**config.mk**
```make
export PLATFORM = sky130hd
export DESIGN_NAME = cidr_allow_deny_filter_core
export DESIGN_NICKNAME = d
export VERILOG_FILES = /design/src/sv/cadf_pkg.sv /design/src/sv/cadf_front.sv /design/src/sv/cadf_cmd_fifo.sv /design/src/sv/cadf_back.sv /design/src/sv/cidr_allow_deny_filter_core.sv
export SDC_FILE = /design/constraint.sdc
export NUM_CORES = 2
export LEC_CHECK = 0
export ABC_AREA = 0
export BUFFER_PORTS_ARGS = -buffer_cell sky130_fd_sc_hd__buf_2
export CAP_MARGIN = 20
export CELL_PAD_IN_SITES_DETAIL_PLACEMENT = 1
export CELL_PAD_IN_SITES_GLOBAL_PLACEMENT = 1
export CORE_MARGIN = 3
export CORE_UTILIZATION = 40
export DETAILED_ROUTE_END_ITERATION = 16
export PLACE_DENSITY_LB_ADDON = 0.2
export SLEW_MARGIN = 20
export SYNTH_ARGS = -nofsm -noshare
export SYNTH_HDL_FRONTEND = slang
export SYNTH_MEMORY_MAX_BITS = 65536
export SYNTH_SLANG_ARGS = --single-unit
```
**constraint.sdc**
```tcl
create_clock -name clk -period 8.7 [get_ports clk]
set_input_delay 1.305 -clock clk [delete_from_list [all_inputs] [get_ports clk]]
set_output_delay 1.305 -clock clk [all_outputs]
set_load 0.1 [all_outputs]
```
**src/sv/cadf_pkg.sv**
```systemverilog
// Shared types and constants of the allow/deny prefix filter.
// Used by every module of the block; it depends on nothing else.
package cadf_pkg;

    // Rule storage geometry
    localparam int RULES_PER_LIST = 16;
    localparam int TOTAL_RULES    = 2 * RULES_PER_LIST;
    localparam int ADDR_W         = $clog2(TOTAL_RULES);
    localparam int WALK_W         = ADDR_W + 1;

    // Field widths
    localparam int CNT_W    = 5;
    localparam int SLOT_W   = 4;
    localparam int FAM_W    = 2;
    localparam int PREFIX_W = 8;
    localparam int WORD_W   = 64;

    // Input beat layout in s_tdata, lowest field first
    localparam int LIST_LSB   = 0;
    localparam int SLOT_LSB   = LIST_LSB + 1;
    localparam int FAM_LSB    = SLOT_LSB + SLOT_W;
    localparam int PREFIX_LSB = FAM_LSB + FAM_W;
    localparam int HI_LSB     = PREFIX_LSB + PREFIX_W;
    localparam int LO_LSB     = HI_LSB + WORD_W;
    localparam int S_TDATA_W  = ((LO_LSB + WORD_W + 7) / 8) * 8;
    localparam int M_TDATA_W  = 8;

    // Prefix limits per family
    localparam int V4_PREFIX_MAX = 32;
    localparam int V6_PREFIX_MAX = 128;

    // Codes
    localparam logic [FAM_W-1:0] FAM_V4 = 2'd0;
    localparam logic [FAM_W-1:0] FAM_V6 = 2'd1;
    localparam logic REQ_WRITE = 1'b0;
    localparam logic REQ_CHECK = 1'b1;
    localparam logic CFG_ALLOW_COUNT = 1'b0;
    localparam logic CFG_DENY_COUNT  = 1'b1;

    // Command queue
    localparam int CMDQ_DEPTH = 2;
    localparam int CMDQ_PTR_W = (CMDQ_DEPTH > 1) ? $clog2(CMDQ_DEPTH) : 1;
    localparam int CMDQ_CNT_W = $clog2(CMDQ_DEPTH + 1);

    typedef enum logic [1:0] {
        KIND_NULL,
        KIND_WRITE,
        KIND_CHECK
    } cmd_kind_t;

    // Classified command from the front end to the back end
    typedef struct packed {
        cmd_kind_t             kind;
        logic                  rule_ok;
        logic                  fam_bit;
        logic [PREFIX_W-1:0]   prefix;
        logic [ADDR_W-1:0]     wr_addr;
        logic [WORD_W-1:0]     addr_hi;
        logic [WORD_W-1:0]     addr_lo;
    } cmd_t;

    // One result beat, blocked in the lowest bit
    typedef struct packed {
        logic write_rejected;
        logic allow_hit;
        logic deny_hit;
        logic blocked;
    } result_t;

    typedef enum logic [1:0] {
        ST_IDLE,
        ST_WALK,
        ST_DONE
    } back_state_t;

endpackage

```
**src/sv/cadf_front.sv**
```systemverilog
// Front end of the prefix filter: takes input beats and classifies them.
// Depends on cadf_pkg; feeds cadf_cmd_fifo.
module cadf_front
(
    input  logic                            s_tvalid,
    output logic                            s_tready,
    input  logic [cadf_pkg::S_TDATA_W-1:0]  s_tdata,   // list_select, rule_slot,
                                                        // addr_family, prefix_bits,
                                                        // addr_hi, addr_lo
    input  logic                            s_tuser,   // req_type
    input  logic                            q_full,
    output logic                            q_push,
    output cadf_pkg::cmd_t                  q_cmd
);

    logic                            list_select;
    logic [cadf_pkg::SLOT_W-1:0]     rule_slot;
    logic [cadf_pkg::FAM_W-1:0]      addr_family;
    logic [cadf_pkg::PREFIX_W-1:0]   prefix_bits;
    logic [cadf_pkg::WORD_W-1:0]     addr_hi;
    logic [cadf_pkg::WORD_W-1:0]     addr_lo;
    logic                            is_v4;
    logic                            is_v6;
    logic                            slot_ok;

    // Unpack the beat
    assign list_select = s_tdata[cadf_pkg::LIST_LSB];
    assign rule_slot   = s_tdata[cadf_pkg::SLOT_LSB +: cadf_pkg::SLOT_W];
    assign addr_family = s_tdata[cadf_pkg::FAM_LSB +: cadf_pkg::FAM_W];
    assign prefix_bits = s_tdata[cadf_pkg::PREFIX_LSB +: cadf_pkg::PREFIX_W];
    assign addr_hi     = s_tdata[cadf_pkg::HI_LSB +: cadf_pkg::WORD_W];
    assign addr_lo     = s_tdata[cadf_pkg::LO_LSB +: cadf_pkg::WORD_W];

    assign is_v4   = (addr_family == cadf_pkg::FAM_V4);
    assign is_v6   = (addr_family == cadf_pkg::FAM_V6);
    assign slot_ok = (int'(rule_slot) < cadf_pkg::RULES_PER_LIST);

    // Hold input while the queue is full
    assign s_tready = !q_full;
    assign q_push   = s_tvalid && !q_full;

    // Classify the request and prepare its operands
    always_comb
    begin
        q_cmd.kind    = cadf_pkg::KIND_NULL;
        q_cmd.rule_ok = (is_v4 && (int'(prefix_bits) <= cadf_pkg::V4_PREFIX_MAX)) ||
                        (is_v6 && (int'(prefix_bits) <= cadf_pkg::V6_PREFIX_MAX));
        q_cmd.fam_bit = addr_family[0];
        q_cmd.prefix  = prefix_bits;
        q_cmd.addr_hi = addr_hi;
        q_cmd.addr_lo = addr_lo;
        if (list_select)
        begin
            q_cmd.wr_addr = cadf_pkg::ADDR_W'(cadf_pkg::RULES_PER_LIST)
                          + cadf_pkg::ADDR_W'(rule_slot);
        end
        else
        begin
            q_cmd.wr_addr = cadf_pkg::ADDR_W'(rule_slot);
        end

        case (s_tuser)
            cadf_pkg::REQ_WRITE:
            begin
                // A slot beyond the list drops the write
                if (slot_ok)
                begin
                    q_cmd.kind = cadf_pkg::KIND_WRITE;
                end
            end
            cadf_pkg::REQ_CHECK:
            begin
                // Unknown families always pass
                if (is_v4 || is_v6)
                begin
                    q_cmd.kind = cadf_pkg::KIND_CHECK;
                end
                // Only the top 32 bits take part for IPv4
                if (is_v4)
                begin
                    q_cmd.addr_hi = {addr_hi[cadf_pkg::WORD_W-1:32], 32'h0};
                    q_cmd.addr_lo = '0;
                end
            end
            default:
            begin
                q_cmd.kind = cadf_pkg::KIND_NULL;
            end
        endcase
    end

endmodule

```
**src/sv/cadf_cmd_fifo.sv**
```systemverilog
// Short command queue between the front and back ends of the prefix filter.
// Depends on cadf_pkg for the command type and depth.
module cadf_cmd_fifo
(
    input  logic            clk,
    input  logic            rst_n,
    input  logic            push,
    input  cadf_pkg::cmd_t  push_cmd,
    output logic            full,
    input  logic            pop,
    output logic            pop_valid,
    output cadf_pkg::cmd_t  pop_cmd
);

    cadf_pkg::cmd_t                   slot_reg [cadf_pkg::CMDQ_DEPTH];
    logic [cadf_pkg::CMDQ_PTR_W-1:0]  wr_ptr_reg;
    logic [cadf_pkg::CMDQ_PTR_W-1:0]  wr_ptr_next;
    logic [cadf_pkg::CMDQ_PTR_W-1:0]  rd_ptr_reg;
    logic [cadf_pkg::CMDQ_PTR_W-1:0]  rd_ptr_next;
    logic [cadf_pkg::CMDQ_CNT_W-1:0]  count_reg;
    logic [cadf_pkg::CMDQ_CNT_W-1:0]  count_next;
    logic                             do_push;
    logic                             do_pop;

    assign full      = (count_reg == cadf_pkg::CMDQ_CNT_W'(cadf_pkg::CMDQ_DEPTH));
    assign pop_valid = (count_reg != '0);
    assign pop_cmd   = slot_reg[rd_ptr_reg];
    assign do_push   = push && !full;
    assign do_pop    = pop && pop_valid;

    // Advance pointers and occupancy
    always_comb
    begin
        wr_ptr_next = wr_ptr_reg;
        rd_ptr_next = rd_ptr_reg;
        count_next  = count_reg;
        if (do_push)
        begin
            wr_ptr_next = (int'(wr_ptr_reg) == cadf_pkg::CMDQ_DEPTH - 1) ? '0
                        : wr_ptr_reg + 1'b1;
        end
        if (do_pop)
        begin
            rd_ptr_next = (int'(rd_ptr_reg) == cadf_pkg::CMDQ_DEPTH - 1) ? '0
                        : rd_ptr_reg + 1'b1;
        end
        if (do_push && !do_pop)
        begin
            count_next = count_reg + 1'b1;
        end
        else if (do_pop && !do_push)
        begin
            count_next = count_reg - 1'b1;
        end
    end

    always_ff @(posedge clk or negedge rst_n)
    begin
        if (!rst_n)
        begin
            wr_ptr_reg <= '0;
            rd_ptr_reg <= '0;
            count_reg  <= '0;
        end
        else
        begin
            wr_ptr_reg <= wr_ptr_next;
            rd_ptr_reg <= rd_ptr_next;
            count_reg  <= count_next;
        end
    end

    // Store pushed commands
    always_ff @(posedge clk)
    begin
        if (do_push)
        begin
            slot_reg[wr_ptr_reg] <= push_cmd;
        end
    end

    a_count_bound: assert property (@(posedge clk) disable iff (!rst_n)
        int'(count_reg) <= cadf_pkg::CMDQ_DEPTH)
        else $error("command queue occupancy beyond depth");

endmodule

```
**src/sv/cadf_back.sv**
```systemverilog
// Back end of the prefix filter: rule memory, list walk and result register.
// Depends on cadf_pkg; takes commands from cadf_cmd_fifo.
module cadf_back
(
    input  logic                              clk,
    input  logic                              rst_n,
    input  logic                              q_valid,
    input  cadf_pkg::cmd_t                    q_cmd,
    output logic                              q_pop,
    input  logic [cadf_pkg::CNT_W-1:0]        allow_count,
    input  logic [cadf_pkg::CNT_W-1:0]        deny_count,
    output logic                              m_tvalid,
    input  logic                              m_tready,
    output logic [cadf_pkg::M_TDATA_W-1:0]    m_tdata   // blocked, deny_hit,
                                                        // allow_hit, write_rejected
);

    typedef struct packed {
        logic [cadf_pkg::PREFIX_W-1:0]  prefix;
        logic                           fam_bit;
        logic [cadf_pkg::WORD_W-1:0]    addr_hi;
        logic [cadf_pkg::WORD_W-1:0]    addr_lo;
    } rule_word_t;

    rule_word_t                     rule_mem [cadf_pkg::TOTAL_RULES];
    logic                           rule_valid_reg [cadf_pkg::TOTAL_RULES];
    rule_word_t                     rd_word_reg;

    cadf_pkg::back_state_t          state_reg;
    cadf_pkg::back_state_t          state_next;
    logic [cadf_pkg::WALK_W-1:0]    walk_idx_reg;
    logic [cadf_pkg::WALK_W-1:0]    walk_idx_next;
    logic                           deny_hit_reg;
    logic                           deny_hit_next;
    logic                           allow_hit_reg;
    logic                           allow_hit_next;
    logic                           rd_live_reg;
    logic                           rd_live_next;
    logic                           rd_deny_reg;
    logic                           rd_deny_next;
    logic                           out_valid_reg;
    logic                           out_valid_next;
    cadf_pkg::result_t              out_data_reg;
    cadf_pkg::result_t              out_data_next;
    logic [cadf_pkg::WORD_W-1:0]    chk_hi_reg;
    logic [cadf_pkg::WORD_W-1:0]    chk_lo_reg;
    logic                           chk_fam_reg;

    logic                           out_free;
    logic                           issue;
    logic                           is_deny;
    logic [cadf_pkg::WALK_W-1:0]    walk_slot;
    logic [cadf_pkg::CNT_W-1:0]     walk_count;
    logic                           in_use;
    logic [cadf_pkg::ADDR_W-1:0]    rd_addr;
    logic                           mem_we;
    logic                           latch_check;
    logic [cadf_pkg::WORD_W-1:0]    mask_hi;
    logic [cadf_pkg::WORD_W-1:0]    mask_lo;
    logic                           rule_hit;

    // Leading-ones mask over the upper address word
    function automatic logic [cadf_pkg::WORD_W-1:0] prefix_mask_hi(
        input logic [cadf_pkg::PREFIX_W-1:0] p);
        logic [6:0] sh;
        begin
            sh = 7'd64 - {1'b0, p[5:0]};
            if (p == '0)
            begin
                prefix_mask_hi = '0;
            end
            else if (p >= 8'd64)
            begin
                prefix_mask_hi = '1;
            end
            else
            begin
                prefix_mask_hi = {cadf_pkg::WORD_W{1'b1}} << sh;
            end
        end
    endfunction

    // Leading-ones mask over the lower address word
    function automatic logic [cadf_pkg::WORD_W-1:0] prefix_mask_lo(
        input logic [cadf_pkg::PREFIX_W-1:0] p);
        logic [7:0] sh;
        begin
            sh = 8'd128 - p;
            if (p <= 8'd64)
            begin
                prefix_mask_lo = '0;
            end
            else if (p >= 8'd128)
            begin
                prefix_mask_lo = '1;
            end
            else
            begin
                prefix_mask_lo = {cadf_pkg::WORD_W{1'b1}} << sh[6:0];
            end
        end
    endfunction

    assign out_free = !out_valid_reg || m_tready;
    assign m_tvalid = out_valid_reg;
    assign m_tdata  = cadf_pkg::M_TDATA_W'(out_data_reg);

    // Decide which slot the walk reads this cycle and whether it is in use
    assign issue      = (state_reg == cadf_pkg::ST_WALK) &&
                        (walk_idx_reg < cadf_pkg::WALK_W'(cadf_pkg::TOTAL_RULES));
    assign is_deny    = (walk_idx_reg >= cadf_pkg::WALK_W'(cadf_pkg::RULES_PER_LIST));
    assign walk_slot  = is_deny ? walk_idx_reg - cadf_pkg::WALK_W'(cadf_pkg::RULES_PER_LIST)
                                : walk_idx_reg;
    assign walk_count = is_deny ? deny_count : allow_count;
    assign in_use     = {cadf_pkg::CNT_W'(0), walk_slot} < {cadf_pkg::WALK_W'(0), walk_count};
    assign rd_addr    = walk_idx_reg[cadf_pkg::ADDR_W-1:0];

    // Compare the rule read last cycle against the checked address
    assign mask_hi  = prefix_mask_hi(rd_word_reg.prefix);
    assign mask_lo  = prefix_mask_lo(rd_word_reg.prefix);
    assign rule_hit = rd_live_reg && (rd_word_reg.fam_bit == chk_fam_reg) &&
                      (((chk_hi_reg ^ rd_word_reg.addr_hi) & mask_hi) == '0) &&
                      (((chk_lo_reg ^ rd_word_reg.addr_lo) & mask_lo) == '0);

    // Sequence commands: store, walk, report
    always_comb
    begin
        state_next     = state_reg;
        walk_idx_next  = walk_idx_reg;
        deny_hit_next  = deny_hit_reg;
        allow_hit_next = allow_hit_reg;
        rd_live_next   = issue && in_use && rule_valid_reg[rd_addr];
        rd_deny_next   = is_deny;
        out_valid_next = out_valid_reg && !m_tready;
        out_data_next  = out_data_reg;
        q_pop          = 1'b0;
        mem_we         = 1'b0;
        latch_check    = 1'b0;

        if (rule_hit)
        begin
            if (rd_deny_reg)
            begin
                deny_hit_next = 1'b1;
            end
            else
            begin
                allow_hit_next = 1'b1;
            end
        end

        case (state_reg)
            cadf_pkg::ST_IDLE:
            begin
                if (q_valid && out_free)
                begin
                    q_pop = 1'b1;
                    case (q_cmd.kind)
                        cadf_pkg::KIND_WRITE:
                        begin
                            mem_we         = 1'b1;
                            out_valid_next = 1'b1;
                            out_data_next  = '{write_rejected: !q_cmd.rule_ok,
                                               allow_hit: 1'b0, deny_hit: 1'b0,
                                               blocked: 1'b0};
                        end
                        cadf_pkg::KIND_CHECK:
                        begin
                            latch_check    = 1'b1;
                            walk_idx_next  = '0;
                            deny_hit_next  = 1'b0;
                            allow_hit_next = 1'b0;
                            state_next     = cadf_pkg::ST_WALK;
                        end
                        default:
                        begin
                            out_valid_next = 1'b1;
                            out_data_next  = '0;
                        end
                    endcase
                end
            end
            cadf_pkg::ST_WALK:
            begin
                if (issue)
                begin
                    walk_idx_next = walk_idx_reg + 1'b1;
                end
                else
                begin
                    state_next = cadf_pkg::ST_DONE;
                end
            end
            cadf_pkg::ST_DONE:
            begin
                if (out_free)
                begin
                    out_valid_next = 1'b1;
                    out_data_next  = '{write_rejected: 1'b0,
                                       allow_hit: allow_hit_reg,
                                       deny_hit: deny_hit_reg,
                                       blocked: deny_hit_reg ||
                                                ((allow_count != '0) && !allow_hit_reg)};
                    state_next     = cadf_pkg::ST_IDLE;
                end
            end
            default:
            begin
                state_next = cadf_pkg::ST_IDLE;
            end
        endcase
    end

    // Control registers
    always_ff @(posedge clk or negedge rst_n)
    begin
        if (!rst_n)
        begin
            state_reg     <= cadf_pkg::ST_IDLE;
            walk_idx_reg  <= '0;
            deny_hit_reg  <= 1'b0;
            allow_hit_reg <= 1'b0;
            rd_live_reg   <= 1'b0;
            rd_deny_reg   <= 1'b0;
            out_valid_reg <= 1'b0;
        end
        else
        begin
            state_reg     <= state_next;
            walk_idx_reg  <= walk_idx_next;
            deny_hit_reg  <= deny_hit_next;
            allow_hit_reg <= allow_hit_next;
            rd_live_reg   <= rd_live_next;
            rd_deny_reg   <= rd_deny_next;
            out_valid_reg <= out_valid_next;
        end
    end

    // Rule valid bits, cleared at reset
    always_ff @(posedge clk or negedge rst_n)
    begin
        if (!rst_n)
        begin
            for (int k = 0; k < cadf_pkg::TOTAL_RULES; k++)
            begin
                rule_valid_reg[k] <= 1'b0;
            end
        end
        else if (mem_we)
        begin
            rule_valid_reg[q_cmd.wr_addr] <= q_cmd.rule_ok;
        end
    end

    // Payload registers
    always_ff @(posedge clk)
    begin
        out_data_reg <= out_data_next;
        if (latch_check)
        begin
            chk_hi_reg  <= q_cmd.addr_hi;
            chk_lo_reg  <= q_cmd.addr_lo;
            chk_fam_reg <= q_cmd.fam_bit;
        end
    end

    // Rule memory: one write port, one registered read port
    always_ff @(posedge clk)
    begin
        if (mem_we)
        begin
            rule_mem[q_cmd.wr_addr] <= '{prefix: q_cmd.prefix, fam_bit: q_cmd.fam_bit,
                                         addr_hi: q_cmd.addr_hi, addr_lo: q_cmd.addr_lo};
        end
        if (issue)
        begin
            rd_word_reg <= rule_mem[rd_addr];
        end
    end

    a_live_from_walk: assert property (@(posedge clk) disable iff (!rst_n)
        rd_live_reg |-> $past(state_reg == cadf_pkg::ST_WALK))
        else $error("rule compare outside a list walk");

    a_done_reports: assert property (@(posedge clk) disable iff (!rst_n)
        (state_reg == cadf_pkg::ST_DONE && out_free)
        |=> (state_reg == cadf_pkg::ST_IDLE && out_valid_reg))
        else $error("finished check did not load a result");

    a_walk_bound: assert property (@(posedge clk) disable iff (!rst_n)
        (state_reg == cadf_pkg::ST_WALK)
        |-> (walk_idx_reg <= cadf_pkg::WALK_W'(cadf_pkg::TOTAL_RULES)))
        else $error("walk index ran past the rule memory");

endmodule

```
**src/sv/cidr_allow_deny_filter_core.sv**
```systemverilog
// Top level of the allow/deny prefix filter: configuration registers and wiring.
// Depends on cadf_pkg, cadf_front, cadf_cmd_fifo and cadf_back.
//
// Each input beat is a rule write or an address check and gives exactly one
// output beat. With the back end idle, a rule write, and a check of an unknown
// family, raises m_tvalid once its command has passed through the queue and the
// output register. A check walks both rule lists through the read port of the
// rule memory one slot per cycle, then loads its result into the output
// register; the back end handles one command at a time while the front end
// keeps filling a two-deep queue. A result stays in the output register until
// taken. The user must write the allow and deny counts through the
// configuration channel only while no beat is in flight; the block does not
// enforce this. Counts above the list size cover the whole list.
module cidr_allow_deny_filter_core
(
    input  logic                            clk,
    input  logic                            rst_n,
    // Input stream
    input  logic                            s_tvalid,
    output logic                            s_tready,
    input  logic [cadf_pkg::S_TDATA_W-1:0]  s_tdata,   // list_select, rule_slot,
                                                        // addr_family, prefix_bits,
                                                        // addr_hi, addr_lo, zero pad
    input  logic                            s_tuser,   // req_type
    // Result stream
    output logic                            m_tvalid,
    input  logic                            m_tready,
    output logic [cadf_pkg::M_TDATA_W-1:0]  m_tdata,   // blocked, deny_hit,
                                                        // allow_hit, write_rejected,
                                                        // zero pad
    // Configuration writes
    input  logic                            cfg_valid,
    output logic                            cfg_ready,
    input  logic                            cfg_index,
    input  logic [cadf_pkg::CNT_W-1:0]      cfg_data
);

    logic [cadf_pkg::CNT_W-1:0]  allow_count_reg;
    logic [cadf_pkg::CNT_W-1:0]  allow_count_next;
    logic [cadf_pkg::CNT_W-1:0]  deny_count_reg;
    logic [cadf_pkg::CNT_W-1:0]  deny_count_next;

    logic                        q_push;
    logic                        q_full;
    logic                        q_pop;
    logic                        q_valid;
    cadf_pkg::cmd_t              push_cmd;
    cadf_pkg::cmd_t              pop_cmd;

    assign cfg_ready = 1'b1;

    // Decode configuration writes
    always_comb
    begin
        allow_count_next = allow_count_reg;
        deny_count_next  = deny_count_reg;
        if (cfg_valid)
        begin
            case (cfg_index)
                cadf_pkg::CFG_ALLOW_COUNT: allow_count_next = cfg_data;
                cadf_pkg::CFG_DENY_COUNT:  deny_count_next  = cfg_data;
                default:
                begin
                    allow_count_next = allow_count_reg;
                end
            endcase
        end
    end

    always_ff @(posedge clk or negedge rst_n)
    begin
        if (!rst_n)
        begin
            allow_count_reg <= '0;
            deny_count_reg  <= '0;
        end
        else
        begin
            allow_count_reg <= allow_count_next;
            deny_count_reg  <= deny_count_next;
        end
    end

    cadf_front u_front
    (
        .s_tvalid (s_tvalid),
        .s_tready (s_tready),
        .s_tdata  (s_tdata),
        .s_tuser  (s_tuser),
        .q_full   (q_full),
        .q_push   (q_push),
        .q_cmd    (push_cmd)
    );

    cadf_cmd_fifo u_cmd_fifo
    (
        .clk       (clk),
        .rst_n     (rst_n),
        .push      (q_push),
        .push_cmd  (push_cmd),
        .full      (q_full),
        .pop       (q_pop),
        .pop_valid (q_valid),
        .pop_cmd   (pop_cmd)
    );

    cadf_back u_back
    (
        .clk         (clk),
        .rst_n       (rst_n),
        .q_valid     (q_valid),
        .q_cmd       (pop_cmd),
        .q_pop       (q_pop),
        .allow_count (allow_count_reg),
        .deny_count  (deny_count_reg),
        .m_tvalid    (m_tvalid),
        .m_tready    (m_tready),
        .m_tdata     (m_tdata)
    );

endmodule
```
==> metrics.txt <==
switching power between 20 and 25 mW; CTS clk-pin slew, worst paths 60 ps; mapped cell area roughly 0.19 mm^2; Final period util 0.523; number of synthesized register bits 5003; share of layout cells above drive strength 1 0.327; final setup violating endpoints 0; Async SR Flop Fraction 0.0118; Post-DRT Antenna Nets 0; CP Capture Type register; Initial Util 0.402; CTS Buf Count 544; CP required between 9000 and 10000 ps; clock network power share 0.296; largest family of logic cells by synthesized area multiplexers; WL met2 264 mm; XOR/XNOR share of the synthesized area 0.00637; Die Y 697 um; depth of the CTS H-tree 6; Tot GR Track Use 0.215; Die W 697 um; run status finished, final reports clean; Final Util 0.459; routed via count 87300; Layout Cells excl Fill 15200; Clock Sinks 5003; most common cell after layout, fill and taps aside edfxtp_1; Routed WL 529 mm; Setup Fix Bufs, Post-CTS 0; remaining global-route overflow 0; library cells used by synthesis 74; most frequent cells in the layout edfxtp_1, mux4_2, clkbuf_16; Ports between 150 and 200; setup TNS 0 ps; Synth Flop Type edfxtp_1; CTS root buf clkbuf_16; pin count of the biggest net entering global routing 135; Setup Skew 76.6 ps; Worst-Margin Slew 1240 ps; antenna violations before repair 17; Worst Path Arrival approximately 5500 ps; f_max 220 MHz; DRC 0; Power Density 340 mW/mm^2; number of synthesized flops with an enable pin 4944; Routed met1 length 227 mm; clock buffer depth 4; Core Area 0.475 mm^2; max layer used met4; CP Class reg -> reg; slew margin rel. 0.168; Pint 51.5 mW; first-pass GRT wire length roughly 740 mm; Gate power share 0.280; placed cell count around 14000; Power Total 74.0 mW; nets 8539; max FFs per register around 4400; Site Rows around 250; worst hold path type in -> reg; initial DRC count 10000; worst reg2reg setup slack 4150 ps; Hold Crit Start s_tdata[65]; vias in the first global route 93500; Post-Synthesis Cells 7827; Max Cap Viol 0; max-slew violation count 0; RSZ-0062 raised after global routing no; Final Hold Fails 0; multiplexer area fraction after synthesis 0.182; Pleak 67.4 nW; met3 wire length 26.6 mm; minimum clock period roughly 4600 ps; Vias/cell 5.75; CP startpoint kind register; Mean Syn Cell Area 24.4 um^2; worst r2r src u_back.rd_word_reg[130]; Worst Path Max Fanout 19; Compound-Gate Fraction of Synth Area 0.00754; Seq pwr share 0.424; Warnings, synthesis 0; synth-to-layout area growth 14.2%; CTS tree done; Post-Synth Adder-Cell Area 0.000786; post_cts resized 0; switching part of the total 0.304; RR Endpoint u_back.deny_hit_reg; Die Area 0.486 mm^2; worst reg-to-reg path cell count 11; WHS Endpoint u_cmd_fifo.slot_reg[1][114]; PortBufs 160; VDD IR max 0.000296 V; DP HPWL 274 mm; DRT Pass-1 Iters 5; sequential element share of the synthesized area 0.785; routed len/inst 34.8 um; routability cong. 0.807; WHS Path Cells 1; later-pin clock latency in the skew report roughly 1100 ps; Hold Buf Count CTS 0; Post-Synth Simple-Gate Area 0.00972
synth_stat cells (5+ instances only):
| cell type | n | area share |
|---|---|---|
| nor2_1 | 77 | 0.0015 |
| edfxtp_1 | 4944 | 0.78 |
| o32ai_1 | 5 | 0.00023 |
| nand2b_1 | 9 | 0.00029 |
| a32oi_1 | 10 | 0.00046 |
| a21oi_1 | 32 | 0.00084 |
| o31ai_1 | 12 | 0.00047 |
| ha_1 | 12 | 0.00079 |
| a31oi_1 | 8 | 0.00026 |
| mux4_2 | 1380 | 0.16 |
| nand4_1 | 16 | 0.00052 |
| buf_1 | 89 | 0.0017 |
| o21ai_0 | 40 | 0.0010 |
| xor2_1 | 93 | 0.0043 |
| o2111ai_1 | 7 | 0.00032 |
| dfrtp_1 | 59 | 0.0077 |
| and2_1 | 5 | 0.00016 |
| buf_2 | 13 | 0.00034 |
| nand2_1 | 51 | 0.0010 |
| buf_4 | 6 | 0.00024 |
| mux2_2 | 318 | 0.019 |
| a41oi_1 | 5 | 0.00023 |
| inv_1 | 25 | 0.00049 |
| mux2i_1 | 7 | 0.00037 |
| nor3_1 | 22 | 0.00058 |
| nor2b_1 | 107 | 0.0035 |
| clkbuf_1 | 281 | 0.0055 |
| o22ai_1 | 14 | 0.00046 |
| o211ai_1 | 24 | 0.00094 |
| nand3_1 | 13 | 0.00034 |
| xnor2_1 | 46 | 0.0021 |
| nor4_1 | 16 | 0.00052 |
| a22oi_1 | 11 | 0.00043 |
area by class of cell:
class | instances | area, um^2
antenna | 3 | 7.51
sequential | 5003 | 150000
fill | 41900 | 257000
timing repair buffer | 387 | 3360
clock inverter | 290 | 2410
inverter | 26 | 97.6
tap | 6375 | 7980
clock buffer | 689 | 14400
multi-input combinational | 2409 | 39800
worst max-delay path, cell delays in order, from the launching register on:
cell and delay [ps]:
edfxtp_1 560, inv_1 200, ha_1 320, or3b_1 610
mux2i_4 740, buf_16 230, nor3_1 70, a2111oi_0 630
nand4_1 260, nor4_4 490, nand4_1 140, o21ai_1 180
through the flow:
stage               setup slack, ps  cell area, um^2  hold slack [ps]
floorplan                      -135           191000              461
global placement               3430           201000              485
detailed placement             3430           201000              494
CTS                            4150           218000              326
global route                   3920           218000              367
finish                         4150           218000              431
power by group through the flow:
stage               sequential [mW]  clock, mW  combinational (mW)
floorplan                      31.7          0                13.7
global placement               31.9          0                20.6
detailed placement             31.9          0                21.0
CTS                            31.4       22.5                21.1
global route                   31.5       23.5                22.1
finish                         31.4       21.9                20.7
worst max path at each step:
stage	cells past startpoint	start	to	slack [ps]
global placement	9	m_tready	u_back.rule_valid_reg[4]	3430
detailed placement	8	m_tready	u_back.rule_mem[3][40]	3430
global route	10	u_back.rd_word_reg[130]	u_back.deny_hit_reg	3920
CTS	11	u_back.rd_word_reg[130]	u_back.deny_hit_reg	4150
floorplan	6	m_tready	u_back.rule_valid_reg[19]	-140
finish	11	u_back.rd_word_reg[130]	u_back.deny_hit_reg	4150
layer usage:
metal  track usage  vias to the layer above
li1              -                    34800
met1         0.302                    48800
met2         0.359                     2909
met3        0.0270                      732
met4        0.0496                        0
met5             0                        -
cells by family after synthesis:
kind of cell / Yosys count
multiplexers: 1706
adder cells (fa/ha/maj): 12
AO/OA/AOI/OAI: 204
buffers and inverters: 418
other: 2
flip-flops: 5003
AND/OR/NAND/NOR: 343
XOR/XNOR: 139
No activity file was read; power rests on OpenSTA's default activity.
